**config.mk**
```make
export PLATFORM = sky130hd
export DESIGN_NAME = line_walk_to_circle_boundary_core
export DESIGN_NICKNAME = d
export VERILOG_FILES = /design/src/rtl/core/lwcb_pkg.sv /design/src/rtl/core/line_walk_to_circle_boundary_core.sv
export VERILOG_INCLUDE_DIRS = /design/src /design/src/rtl/core
export SDC_FILE = /design/constraint.sdc
export NUM_CORES = 1
export LEC_CHECK = 0
export BUFFER_PORTS_ARGS = -buffer_cell sky130_fd_sc_hd__buf_2
export CAP_MARGIN = 5
export CORE_MARGIN = 3
export CORE_UTILIZATION = 45
export DETAILED_ROUTE_END_ITERATION = 12
export GPL_TIMING_DRIVEN = 0
export SYNTH_ARGS = -nofsm -noshare
export SYNTH_HDL_FRONTEND = slang
export SYNTH_SLANG_ARGS = --single-unit
```
**constraint.sdc**
```tcl
create_clock -name clk -period 9.98 [get_ports clk]
set_input_delay 0.998 -clock clk [delete_from_list [all_inputs] [get_ports clk]]
set_output_delay 0.998 -clock clk [all_outputs]
set_load 0.005 [all_outputs]
```
**src/rtl/core/line_walk_to_circle_boundary_core_defines.svh**
```systemverilog
// ----------------------------------------------------------------------------
// line walk to circle boundary: assertion macros
// shared property forms used by the core's checks
// ----------------------------------------------------------------------------
`ifndef LINE_WALK_TO_CIRCLE_BOUNDARY_CORE_DEFINES_SVH
`define LINE_WALK_TO_CIRCLE_BOUNDARY_CORE_DEFINES_SVH

// condition must hold at every edge out of reset
`define LWCB_ASSERT_ALWAYS(lbl, cond, msg) \
    lbl: assert property (@(posedge clk) disable iff (!rst_n) (cond)) else $error(msg);

// consequent must hold in the same cycle as the antecedent
`define LWCB_ASSERT_IMPL(lbl, ante, cons, msg) \
    lbl: assert property (@(posedge clk) disable iff (!rst_n) (ante) |-> (cons)) \
        else $error(msg);

`endif

```
**src/rtl/core/lwcb_pkg.sv**
```systemverilog
// ----------------------------------------------------------------------------
// lwcb_pkg
// types, codes and helpers for the line walk to circle boundary core
// ----------------------------------------------------------------------------
`timescale 1ns / 1ps

package lwcb_pkg;

    localparam int CoordW   = 16;
    localparam int RadiusW  = 7;
    localparam int StopW    = 6;
    localparam int StopSqW  = 2 * StopW;
    localparam int CountW   = 7;
    localparam int OffW     = 7;
    localparam int SqW      = 2 * OffW + 1;
    localparam int AddrW    = 2;

    localparam logic [RadiusW-1:0] RadiusMax   = 7'd69;
    localparam logic [StopW-1:0]   StopReset   = 6'd54;
    localparam logic [CountW-1:0]  LastPixelN  = 7'd63;

    // register indexes of the configuration port
    localparam logic [AddrW-1:0] REG_CENTER_X = 2'd0;
    localparam logic [AddrW-1:0] REG_CENTER_Y = 2'd1;
    localparam logic [AddrW-1:0] REG_RADIUS   = 2'd2;

    typedef enum logic [1:0] {
        KIND_PIXEL = 2'd0,
        KIND_CROSS = 2'd1,
        KIND_END   = 2'd2
    } kind_t;

    typedef enum logic [1:0] {
        ST_IDLE,
        ST_SETUP,
        ST_WALK
    } state_t;

    // floor(min(r,69) * 9 / 10); the /10 is a multiply by 205 and shift by 11,
    // exact for products below 1029
    function automatic logic [StopW-1:0] stop_of(input logic [RadiusW-1:0] r);
        logic [RadiusW-1:0] rs;
        logic [18:0]        prod;
        rs   = (r > RadiusMax) ? RadiusMax : r;
        prod = {12'd0, rs} * 19'd1845;
        return prod[11 +: StopW];
    endfunction

endpackage

```
**src/rtl/core/line_walk_to_circle_boundary_core.sv**
```systemverilog
// ----------------------------------------------------------------------------
// line_walk_to_circle_boundary_core
// walks a line from the configured center toward a target, stops at a circle
// ----------------------------------------------------------------------------
// Each request on the slave side is a target point. The core walks a
// Bresenham-style line from the configured center toward it and sends one
// result per visited pixel, ending with either a circle crossing marker
// (squared offset reached the square of floor(radius*9/10)) or an end marker
// at the last pixel; the final result has tlast set. A target is accepted
// while idle, a setup state computes the deltas and squared stop distance,
// and the shared step unit yields each result in turn (at most 64), waiting
// while tready is low. s_tready is high only between targets. The user must
// write center and radius only while idle; the core does not enforce this.
`timescale 1ns / 1ps
`include "line_walk_to_circle_boundary_core_defines.svh"

module line_walk_to_circle_boundary_core
    import lwcb_pkg::*;
(
    input  logic                 clk,
    input  logic                 rst_n,
    input  logic                 s_tvalid,
    output logic                 s_tready,
    input  logic [31:0]          s_tdata,   // target_x[15:0], target_y[31:16]
    output logic                 m_tvalid,
    input  logic                 m_tready,
    output logic [31:0]          m_tdata,   // pixel_x[15:0], pixel_y[31:16]
    output logic [1:0]           m_tuser,   // kind[1:0]
    output logic                 m_tlast,
    input  logic                 cfg_we,
    input  logic [AddrW-1:0]     cfg_addr,
    input  logic [CoordW-1:0]    cfg_data
);

    state_t state_reg, state_next;

    logic [CoordW-1:0]  center_x_reg, center_y_reg;
    logic [StopW-1:0]   stop_reg;

    logic [CoordW-1:0]  tgt_x_reg, tgt_x_next, tgt_y_reg, tgt_y_next;
    logic [CoordW-1:0]  adx_reg, adx_next, ady_reg, ady_next;
    logic [CoordW-1:0]  dist_reg, dist_next;
    logic               xneg_reg, xneg_next, yneg_reg, yneg_next;
    logic [StopSqW-1:0] stop_sq_reg, stop_sq_next;
    logic [CoordW-1:0]  px_reg, px_next, py_reg, py_next;
    logic [CoordW-1:0]  last_x_reg, last_x_next, last_y_reg, last_y_next;
    logic [CoordW-1:0]  xerr_reg, xerr_next, yerr_reg, yerr_next;
    logic [OffW-1:0]    ax_reg, ax_next, ay_reg, ay_next;
    logic [CountW-1:0]  n_reg, n_next;

    logic               m_tvalid_reg, m_tvalid_next;
    logic [CoordW-1:0]  out_x_reg, out_x_next, out_y_reg, out_y_next;
    kind_t              out_kind_reg, out_kind_next;
    logic               out_last_reg, out_last_next;

    // shared step unit signals
    logic               slot_free;
    logic [SqW-1:0]     sq;
    logic               crossing;
    logic               end_by_len;
    logic [CoordW:0]    xsum, ysum;
    logic               xmove, ymove;
    logic [CoordW-1:0]  sx, sy;

    // ------------------------------------------------------------------
    // configuration
    // ------------------------------------------------------------------
    always_ff @(posedge clk or negedge rst_n)
    begin
        if (!rst_n)
        begin
            center_x_reg <= '0;
            center_y_reg <= '0;
            stop_reg     <= StopReset;
        end
        else if (cfg_we)
        begin
            case (cfg_addr)
                REG_CENTER_X: center_x_reg <= cfg_data;
                REG_CENTER_Y: center_y_reg <= cfg_data;
                REG_RADIUS:   stop_reg     <= stop_of(cfg_data[RadiusW-1:0]);
                default:      ;
            endcase
        end
    end

    // ------------------------------------------------------------------
    // step unit: distance test and error update for the current position
    // ------------------------------------------------------------------
    always_comb
    begin
        sq = SqW'({7'd0, ax_reg} * {7'd0, ax_reg}) + SqW'({7'd0, ay_reg} * {7'd0, ay_reg});
        crossing   = (sq >= SqW'(stop_sq_reg));
        end_by_len = ({10'd0, n_reg} == ({1'b0, dist_reg} + 17'd2));
        xsum  = {1'b0, xerr_reg} + {1'b0, adx_reg};
        ysum  = {1'b0, yerr_reg} + {1'b0, ady_reg};
        xmove = (xsum > {1'b0, dist_reg});
        ymove = (ysum > {1'b0, dist_reg});
        // the absolute difference of each axis, for setup
        sx = (tgt_x_reg >= center_x_reg) ? (tgt_x_reg - center_x_reg)
                                         : (center_x_reg - tgt_x_reg);
        sy = (tgt_y_reg >= center_y_reg) ? (tgt_y_reg - center_y_reg)
                                         : (center_y_reg - tgt_y_reg);
    end

    assign slot_free = !m_tvalid_reg || m_tready;

    // ------------------------------------------------------------------
    // sequencer
    // ------------------------------------------------------------------
    always_ff @(posedge clk or negedge rst_n)
    begin
        if (!rst_n)
        begin
            state_reg    <= ST_IDLE;
            m_tvalid_reg <= 1'b0;
            n_reg        <= '0;
        end
        else
        begin
            state_reg    <= state_next;
            m_tvalid_reg <= m_tvalid_next;
            n_reg        <= n_next;
        end
    end

    always_ff @(posedge clk)
    begin
        tgt_x_reg    <= tgt_x_next;
        tgt_y_reg    <= tgt_y_next;
        adx_reg      <= adx_next;
        ady_reg      <= ady_next;
        dist_reg     <= dist_next;
        xneg_reg     <= xneg_next;
        yneg_reg     <= yneg_next;
        stop_sq_reg  <= stop_sq_next;
        px_reg       <= px_next;
        py_reg       <= py_next;
        last_x_reg   <= last_x_next;
        last_y_reg   <= last_y_next;
        xerr_reg     <= xerr_next;
        yerr_reg     <= yerr_next;
        ax_reg       <= ax_next;
        ay_reg       <= ay_next;
        out_x_reg    <= out_x_next;
        out_y_reg    <= out_y_next;
        out_kind_reg <= out_kind_next;
        out_last_reg <= out_last_next;
    end

    always_comb
    begin
        state_next    = state_reg;
        tgt_x_next    = tgt_x_reg;
        tgt_y_next    = tgt_y_reg;
        adx_next      = adx_reg;
        ady_next      = ady_reg;
        dist_next     = dist_reg;
        xneg_next     = xneg_reg;
        yneg_next     = yneg_reg;
        stop_sq_next  = stop_sq_reg;
        px_next       = px_reg;
        py_next       = py_reg;
        last_x_next   = last_x_reg;
        last_y_next   = last_y_reg;
        xerr_next     = xerr_reg;
        yerr_next     = yerr_reg;
        ax_next       = ax_reg;
        ay_next       = ay_reg;
        n_next        = n_reg;
        m_tvalid_next = m_tvalid_reg && !m_tready;
        out_x_next    = out_x_reg;
        out_y_next    = out_y_reg;
        out_kind_next = out_kind_reg;
        out_last_next = out_last_reg;

        case (state_reg)
            ST_IDLE:
            begin
                if (s_tvalid)
                begin
                    tgt_x_next = s_tdata[15:0];
                    tgt_y_next = s_tdata[31:16];
                    state_next = ST_SETUP;
                end
            end

            ST_SETUP:
            begin
                adx_next     = sx;
                ady_next     = sy;
                dist_next    = (sx > sy) ? sx : sy;
                xneg_next    = (tgt_x_reg < center_x_reg);
                yneg_next    = (tgt_y_reg < center_y_reg);
                stop_sq_next = {6'd0, stop_reg} * {6'd0, stop_reg};
                px_next      = center_x_reg;
                py_next      = center_y_reg;
                xerr_next    = '0;
                yerr_next    = '0;
                ax_next      = '0;
                ay_next      = '0;
                n_next       = '0;
                state_next   = ST_WALK;
            end

            ST_WALK:
            begin
                if (slot_free)
                begin
                    m_tvalid_next = 1'b1;
                    if (end_by_len || (!crossing && (n_reg == LastPixelN)))
                    begin
                        // walk ran out: end marker on the last emitted pixel
                        out_x_next    = last_x_reg;
                        out_y_next    = last_y_reg;
                        out_kind_next = KIND_END;
                        out_last_next = 1'b1;
                        state_next    = ST_IDLE;
                    end
                    else if (crossing)
                    begin
                        out_x_next    = px_reg;
                        out_y_next    = py_reg;
                        out_kind_next = KIND_CROSS;
                        out_last_next = 1'b1;
                        state_next    = ST_IDLE;
                    end
                    else
                    begin
                        out_x_next    = px_reg;
                        out_y_next    = py_reg;
                        out_kind_next = KIND_PIXEL;
                        out_last_next = 1'b0;
                        last_x_next   = px_reg;
                        last_y_next   = py_reg;
                        n_next        = n_reg + 1'b1;
                        xerr_next     = xmove ? CoordW'(xsum - {1'b0, dist_reg}) : xsum[CoordW-1:0];
                        yerr_next     = ymove ? CoordW'(ysum - {1'b0, dist_reg}) : ysum[CoordW-1:0];
                        if (xmove)
                        begin
                            px_next = xneg_reg ? (px_reg - 1'b1) : (px_reg + 1'b1);
                            ax_next = ax_reg + 1'b1;
                        end
                        if (ymove)
                        begin
                            py_next = yneg_reg ? (py_reg - 1'b1) : (py_reg + 1'b1);
                            ay_next = ay_reg + 1'b1;
                        end
                    end
                end
            end

            default:
            begin
                state_next = ST_IDLE;
            end
        endcase
    end

    assign s_tready = (state_reg == ST_IDLE);
    assign m_tvalid = m_tvalid_reg;
    assign m_tdata  = {out_y_reg, out_x_reg};
    assign m_tuser  = out_kind_reg;
    assign m_tlast  = out_last_reg;

    // ------------------------------------------------------------------
    // checks
    // ------------------------------------------------------------------
    `LWCB_ASSERT_IMPL(a_pixel_not_last, m_tvalid && (out_kind_reg == KIND_PIXEL), !out_last_reg, "line pixel carries tlast")
    `LWCB_ASSERT_IMPL(a_last_is_marker, m_tvalid && out_last_reg, (out_kind_reg == KIND_CROSS) || (out_kind_reg == KIND_END), "final result is not a marker")
    `LWCB_ASSERT_IMPL(a_offset_bounded, state_reg == ST_WALK, (ax_reg <= n_reg) && (ay_reg <= n_reg), "offset exceeds step count")
    `LWCB_ASSERT_IMPL(a_count_bounded, state_reg == ST_WALK, n_reg <= LastPixelN, "more than 63 pixels in one walk")

endmodule

```
## Word level (Yosys, flattened, before mapping)

Index checks and enable logic that the tools add are counted.

| storage, ports and cells | value |
|---|---|
| register bits after elaboration | 287 |
| logic and storage cells | 142 |
| output and inout port bits | 37 |
| input bits | 55 |

| cells by class | value |
|---|---|
| $lt $le $gt $ge | 9 |
| bitwise logic cells | 2 |
| equal/unequal tests | 13 |
| add/sub/neg operators | 17 |
| muxes and demuxes | 51 |
| reductions and logical operators | 20 |
| $mul | 4 |

Operators with widths:

| operator | count |
|---|---|
| 2-to-1 mux 16 bit | 23 |
| one-hot mux 16 bit (2 select lines) | 4 |
| subtractor 16 bit | 6 |
| 2-to-1 mux 7 bit | 12 |
| one-hot mux 7 bit (2 select lines) | 3 |
| adder 16 x 16 -> 17 bit | 2 |
| greater-than comparator 17 x 16 -> 1 bit | 2 |
| adder 16 x 1 -> 16 bit, second input constant | 2 |
| >= comparator 16 bit | 2 |
| < comparator 16 bit | 2 |
| subtractor 16 x 1 -> 16 bit, second input constant | 2 |
| multiplier 7 x 7 -> 14 bit | 2 |
| adder 7 x 1 -> 7 bit, second input constant | 3 |
| adder 16 x 2 -> 17 bit, second input constant | 1 |
| equality test 7 x 17 -> 1 bit | 1 |
| multiplier 7 x 11 -> 17 bit, second input constant | 1 |
| greater-than comparator 16 bit | 1 |
| adder 14 x 14 -> 15 bit | 1 |
| >= comparator 15 x 12 -> 1 bit | 1 |
| multiplier 6 x 6 -> 12 bit | 1 |
| inequality test 2 bit, second input constant | 6 |
| AND reduction 2 bit | 5 |
| AND reduction 5 bit | 2 |
| 2-to-1 mux 2 bit | 4 |
| other kinds (15) | 27 |

## Logic depth before layout (Yosys ltp)

| logic depth | value |
|---|---|
| depth after elaboration | 9 |
| depth in mapped cells | 31 |

## Least setup slack after synthesis

Ideal clock, no wire load.

| timing | value |
|---|---|
| path type | register to register |
| from | register ay_reg[5] |
| to | register n_reg[6] |
| period minus slack after synthesis | 9.855 ns |
| setup time | 0.288 ns |
| required time | 9.692 ns |
| stages on the path, launching flop included | 30 |
| setup slack | 0.125 ns |
| arrival time | 9.566 ns |
| path through | edfxtp_1 -> clkbuf_1 -> nand2_1 -> xor2_1 -> ha_1 -> inv_1 -> fa_1 -> inv_1 -> fa_1 -> fa_1 -> fa_1 -> inv_1 -> fa_1 -> inv_1 -> ha_1 -> o21a_1 -> o21a_1 -> a2111oi_1 -> or2_2 -> xnor2_1 -> ha_1 -> nand2_1 -> nor2_1 -> a2111oi_0 -> o211ai_1 -> a311o_1 -> a211oi_1 -> nand3_1 -> o21ai_0 -> a21boi_0 |

| between the ends | value |
|---|---|
| word-level cells in the longest chain between the ends | 8 |

Ends and longest elaborated chain:

| what | line | text |
|---|---|---|
| start, declared | line_walk_to_circle_boundary_core.sv:48 | `logic [OffW-1:0] ax_reg, ax_next, ay_reg, ay_next;` |
| start signal, assigned | line_walk_to_circle_boundary_core.sv:144 | `ay_reg <= ay_next;` |
| multiplier 7 x 7 -> 14 bit (*) | line_walk_to_circle_boundary_core.sv:92 | `sq = SqW'({7'd0, ax_reg} * {7'd0, ax_reg}) + SqW'({7'd0, ay_reg} * {7'd0, ay_reg});` |
| adder 14 x 14 -> 15 bit (*) | line_walk_to_circle_boundary_core.sv:92 |  |
| >= comparator 15 x 12 -> 1 bit (*) | line_walk_to_circle_boundary_core.sv:93 | `crossing = (sq >= SqW'(stop_sq_reg));` |
| logical NOT 1 bit | line_walk_to_circle_boundary_core.sv:211 | `if (end_by_len \|\| (!crossing && (n_reg == LastPixelN)))` |
| logical AND 1 bit | line_walk_to_circle_boundary_core.sv:211 |  |
| logical OR 1 bit | line_walk_to_circle_boundary_core.sv:211 |  |
| inequality test 2 bit (no line) | n/a |  |
| AND reduction 4 bit (no line) (*) | n/a |  |
| end signal, assigned | line_walk_to_circle_boundary_core.sv:123 | `n_reg <= n_next;` |
| end, declared | line_walk_to_circle_boundary_core.sv:49 | `logic [CountW-1:0] n_reg, n_next;` |

Mark *: on every way between the ends. The rest lies on a longest branch, timed or not.
A chain may end at the register's enable or synchronous reset.

## Worst setup path after layout

| timing | value |
|---|---|
| from | register ay_reg[5] |
| to | register px_reg[12], enable pin |

| between the ends | value |
|---|---|
| word-level cells in the longest chain between the ends | 8 |

Ends and longest elaborated chain:

| what | line | text |
|---|---|---|
| multiplier 7 x 7 -> 14 bit (*) | line_walk_to_circle_boundary_core.sv:92 |  |
| adder 14 x 14 -> 15 bit (*) | line_walk_to_circle_boundary_core.sv:92 |  |
| >= comparator 15 x 12 -> 1 bit (*) | line_walk_to_circle_boundary_core.sv:93 |  |
| logical NOT 1 bit | line_walk_to_circle_boundary_core.sv:211 |  |
| logical AND 1 bit | line_walk_to_circle_boundary_core.sv:211 |  |
| logical OR 1 bit | line_walk_to_circle_boundary_core.sv:211 |  |
| inequality test 2 bit (no line) | n/a |  |
| AND reduction 5 bit (no line) (*) | n/a |  |
| end signal, assigned | line_walk_to_circle_boundary_core.sv:137 | `px_reg <= px_next;` |
| end, declared | line_walk_to_circle_boundary_core.sv:45 | `logic [CoordW-1:0] px_reg, px_next, py_reg, py_next;` |

Marks and branches as above.

==> summary.txt <==
Yosys
  – Synth area leaders: edfxtp_1 31%, ha_1 16%, fa_1 7.1%
  – Post-synth cell types: 80
  – Synthesized net count: 2,734
  – Ys flop type: edfxtp_1
  – Post-synth EDFFs: roughly 240
  – Most frequent cell after synthesis: inv_1
  – Post-synth top area share: 30.6%
  – Post-synthesis sequential area ratio: 35.8%
  – Top cells by count, synth: 300 x inv_1, 292 x ha_1, 238 x edfxtp_1, 161 x nand2_1, 129 x nor2_1
  – Avg Cell Area, Syn: 10.1 sq um
  – Cell Area, Synth: 23,300 sq um
  – Async SR Flop Fraction: about 17%
  – YS warnings: 0
  – Synth Register Bits: approximately 290
  – Mapped Cells: 2,304
  – Cell taking the most area after synthesis: edfxtp_1

Die
  – Row count: 82
  – Ports: 92
  – Die area: 54,600 sq um
  – Die height: roughly 230 microns
  – Initial Utilization: 46.0%
  – Die width: 234 microns
  – Core Area: 50,700 sq um

Worst setup path
  – CP Launch Type: register
  – Data required, critical path: 10.23 ns
  – Crit Path Max Fanout: 16
  – Critical Path End Type: register
  – Flop2flop setup slack: around 0.7 ns
  – Largest stage delay on the critical path: 0.55 ns
  – Crit Path Class: register to register
  – Cell mode on critical path: fa_1
  – Critical-path top delay cell: fa_1
  – Critical Path AT: 9.53 ns

Clock network
  – CTS tree: yes
  – Number of H-tree branching levels: 2
  – Skew-Pair Late Insertion Delay: about 0.55 ns
  – Clock Tree Buf Depth: 3
  – Clock root cell: clkbuf_16
  – CTS buffer count: 34
  – Sink Count: roughly 290
  – Clock Pin Slew Worst Setup and Hold Paths: 0.06 ns

Drt
  – DR WL/cell: 18.6 microns
  – DR DRC count: 0
  – Final wirelength: 58,300 microns
  – Drt pass-1 iters: 5
  – DRC violation total after the first TritonRoute iteration: 1,060
  – ANT nets after route: 0
  – Vias post-DR: 17,179
  – Vias/cell: 5.48

Global route
  – Largest net degree at the start of global routing: 45
  – Initial antenna violation count: 3
  – Number of global-route vias before repair: 17,104
  – Total track usage: 21.8%
  – Global-route wire length before repair: 93,500 microns
  – Total grt overflow: 0

Finish
  – Final core occ: 51.2%
  – Area delta synth->final: 11.3%
  – Share of cells above drive strength 1: 10.8%
  – Non-Filler Instances: between 3,000 and 4,000
  – Final nets: 2,868

Placed design
  – IO buf count: 91
  – GPL Wtd Cong: 0.932
  – DP HPWL: between 40,000 and 50,000 microns
  – Dpl ws: -0.281 ns
  – Inst Count DP: 3,073

Timing
  – Min setup slack post-route: ~0.70 ns
  – Period minus WS final: 9.28 ns
  – Hold Violations, Final: 0
  – Fin Clk Skew: 0.0296 ns
  – Max Slew Vio Count: 0
  – TNS Setup: 0 ns
  – RSZ-0062 raised after global routing: false
  – Worst-margin pin slew: 1.27 ns
  – Max-slew headroom: 12.9%
  – Final setup fails: 0
  – Max frequency: between 0.1 and 0.15 GHz
  – Period utilization: 93.0%

Hold path
  – Class of the worst hold path: register to register

Run
  – Maxcap violations: 0

Run status
  – Status: completed
critical path, delay by kind of cell, from the launching register on:
| family | cells | cell delay [ns] |
|---|---|---|
| fa+ha+maj | 8 | 3.53 |
| compound gates | 8 | 2.85 |
| buf+inv | 6 | 0.83 |
| flops | 1 | 0.39 |
| simple gates | 6 | 1.03 |
| xor+xnor | 2 | 0.33 |
metrics by stage:
step           hold WS [ns]  cell area (sq um)
2_1_floorplan         0.448              23300
3_3_place_gp          0.473              24600
3_5_place_dp          0.469              24800
4_1_cts               0.474              25900
5_1_grt               0.503              26000
6_report              0.483              26000
metal layers:
layer | vias up | part of all wire (%) | track usage (%)
met5 | - | 0 | 0
met4 | 0 | 2.5 | 5.93
met3 | 93 | 6.2 | 3.20
met2 | 439 | 44 | 33.7
met1 | 8230 | 47 | 32.0
li1 | 8417 | - | -
repair_timing:
| item | 4_1_cts | 5_1_grt |
|---|---|---|
| setup endpoints to repair | 23 | 23 |
| setup buffers | 0 | 1 |
| hold buffers | 0 | 0 |
| resized for setup | 2 | 1 |
cell type report:
cell class                 count  area (sq um)
multi-input combinational   1662         13600
clock inverter                18           273
antenna                        2          5.00
clock buffer                  42           891
buffer                        54           241
inverter                     302          1140
fill                        4568         24700
tap                          672           841
timing repair buffer          98           593
sequential                   286          8350
logic make-up after synthesis:
group | synth area share [%]
AOI/OAI and AO/OA | 13.3
xor gates and xnor gates | 5.29
adders and majority gates | 22.8
buffers and inverters | 5.89
DFF | 35.8
muxes | 5.64
and+or+nand+nor | 11.3
cells in the final DEF, fill, tap and decap left out, types with 6 or more instances in the layout:
cell / count
nor2_1: 129
bufinv_16: 6
ha_1: 292
or3_1: 16
a21oi_1: 116
buf_2: 98
a211oi_1: 28
mux2_2: 67
clkbuf_16: 34
nand2b_1: 20
nand3_1: 46
dfrtp_1: 44
o21bai_1: 26
and3_1: 10
xnor2_1: 91
mux2i_1: 56
and2_1: 36
inv_1: 298
a21o_1: 52
o211ai_1: 9
edfxtp_1: 238
xor2_1: 48
buf_1: 6
clkbuf_1: 43
nor3_1: 53
a211o_1: 9
o31ai_1: 20
nor2b_1: 26
o21a_1: 21
o21ai_0: 101
nand4_1: 15
a31oi_1: 19
nor4_1: 10
nand2_1: 161
or2_2: 14
fa_1: 83
final timing paths:
check / startpoint / endpoint / cells after the start
worst max-delay path: ay_reg[5] / px_reg[12] / 30
worst min register to register: px_reg[12] / last_x_reg[12] / 0
max in group asynchronous: rst_n / stop_reg[2] / 2
worst max register to register: ay_reg[5] / px_reg[12] / 30
worst min-delay path: px_reg[12] / last_x_reg[12] / 0
min in group asynchronous: rst_n / center_y_reg[11] / 1
Power is left out: the tool's default activity adds up to more than one toggle a clock period on the data nets, which glitch-free logic cannot reach.
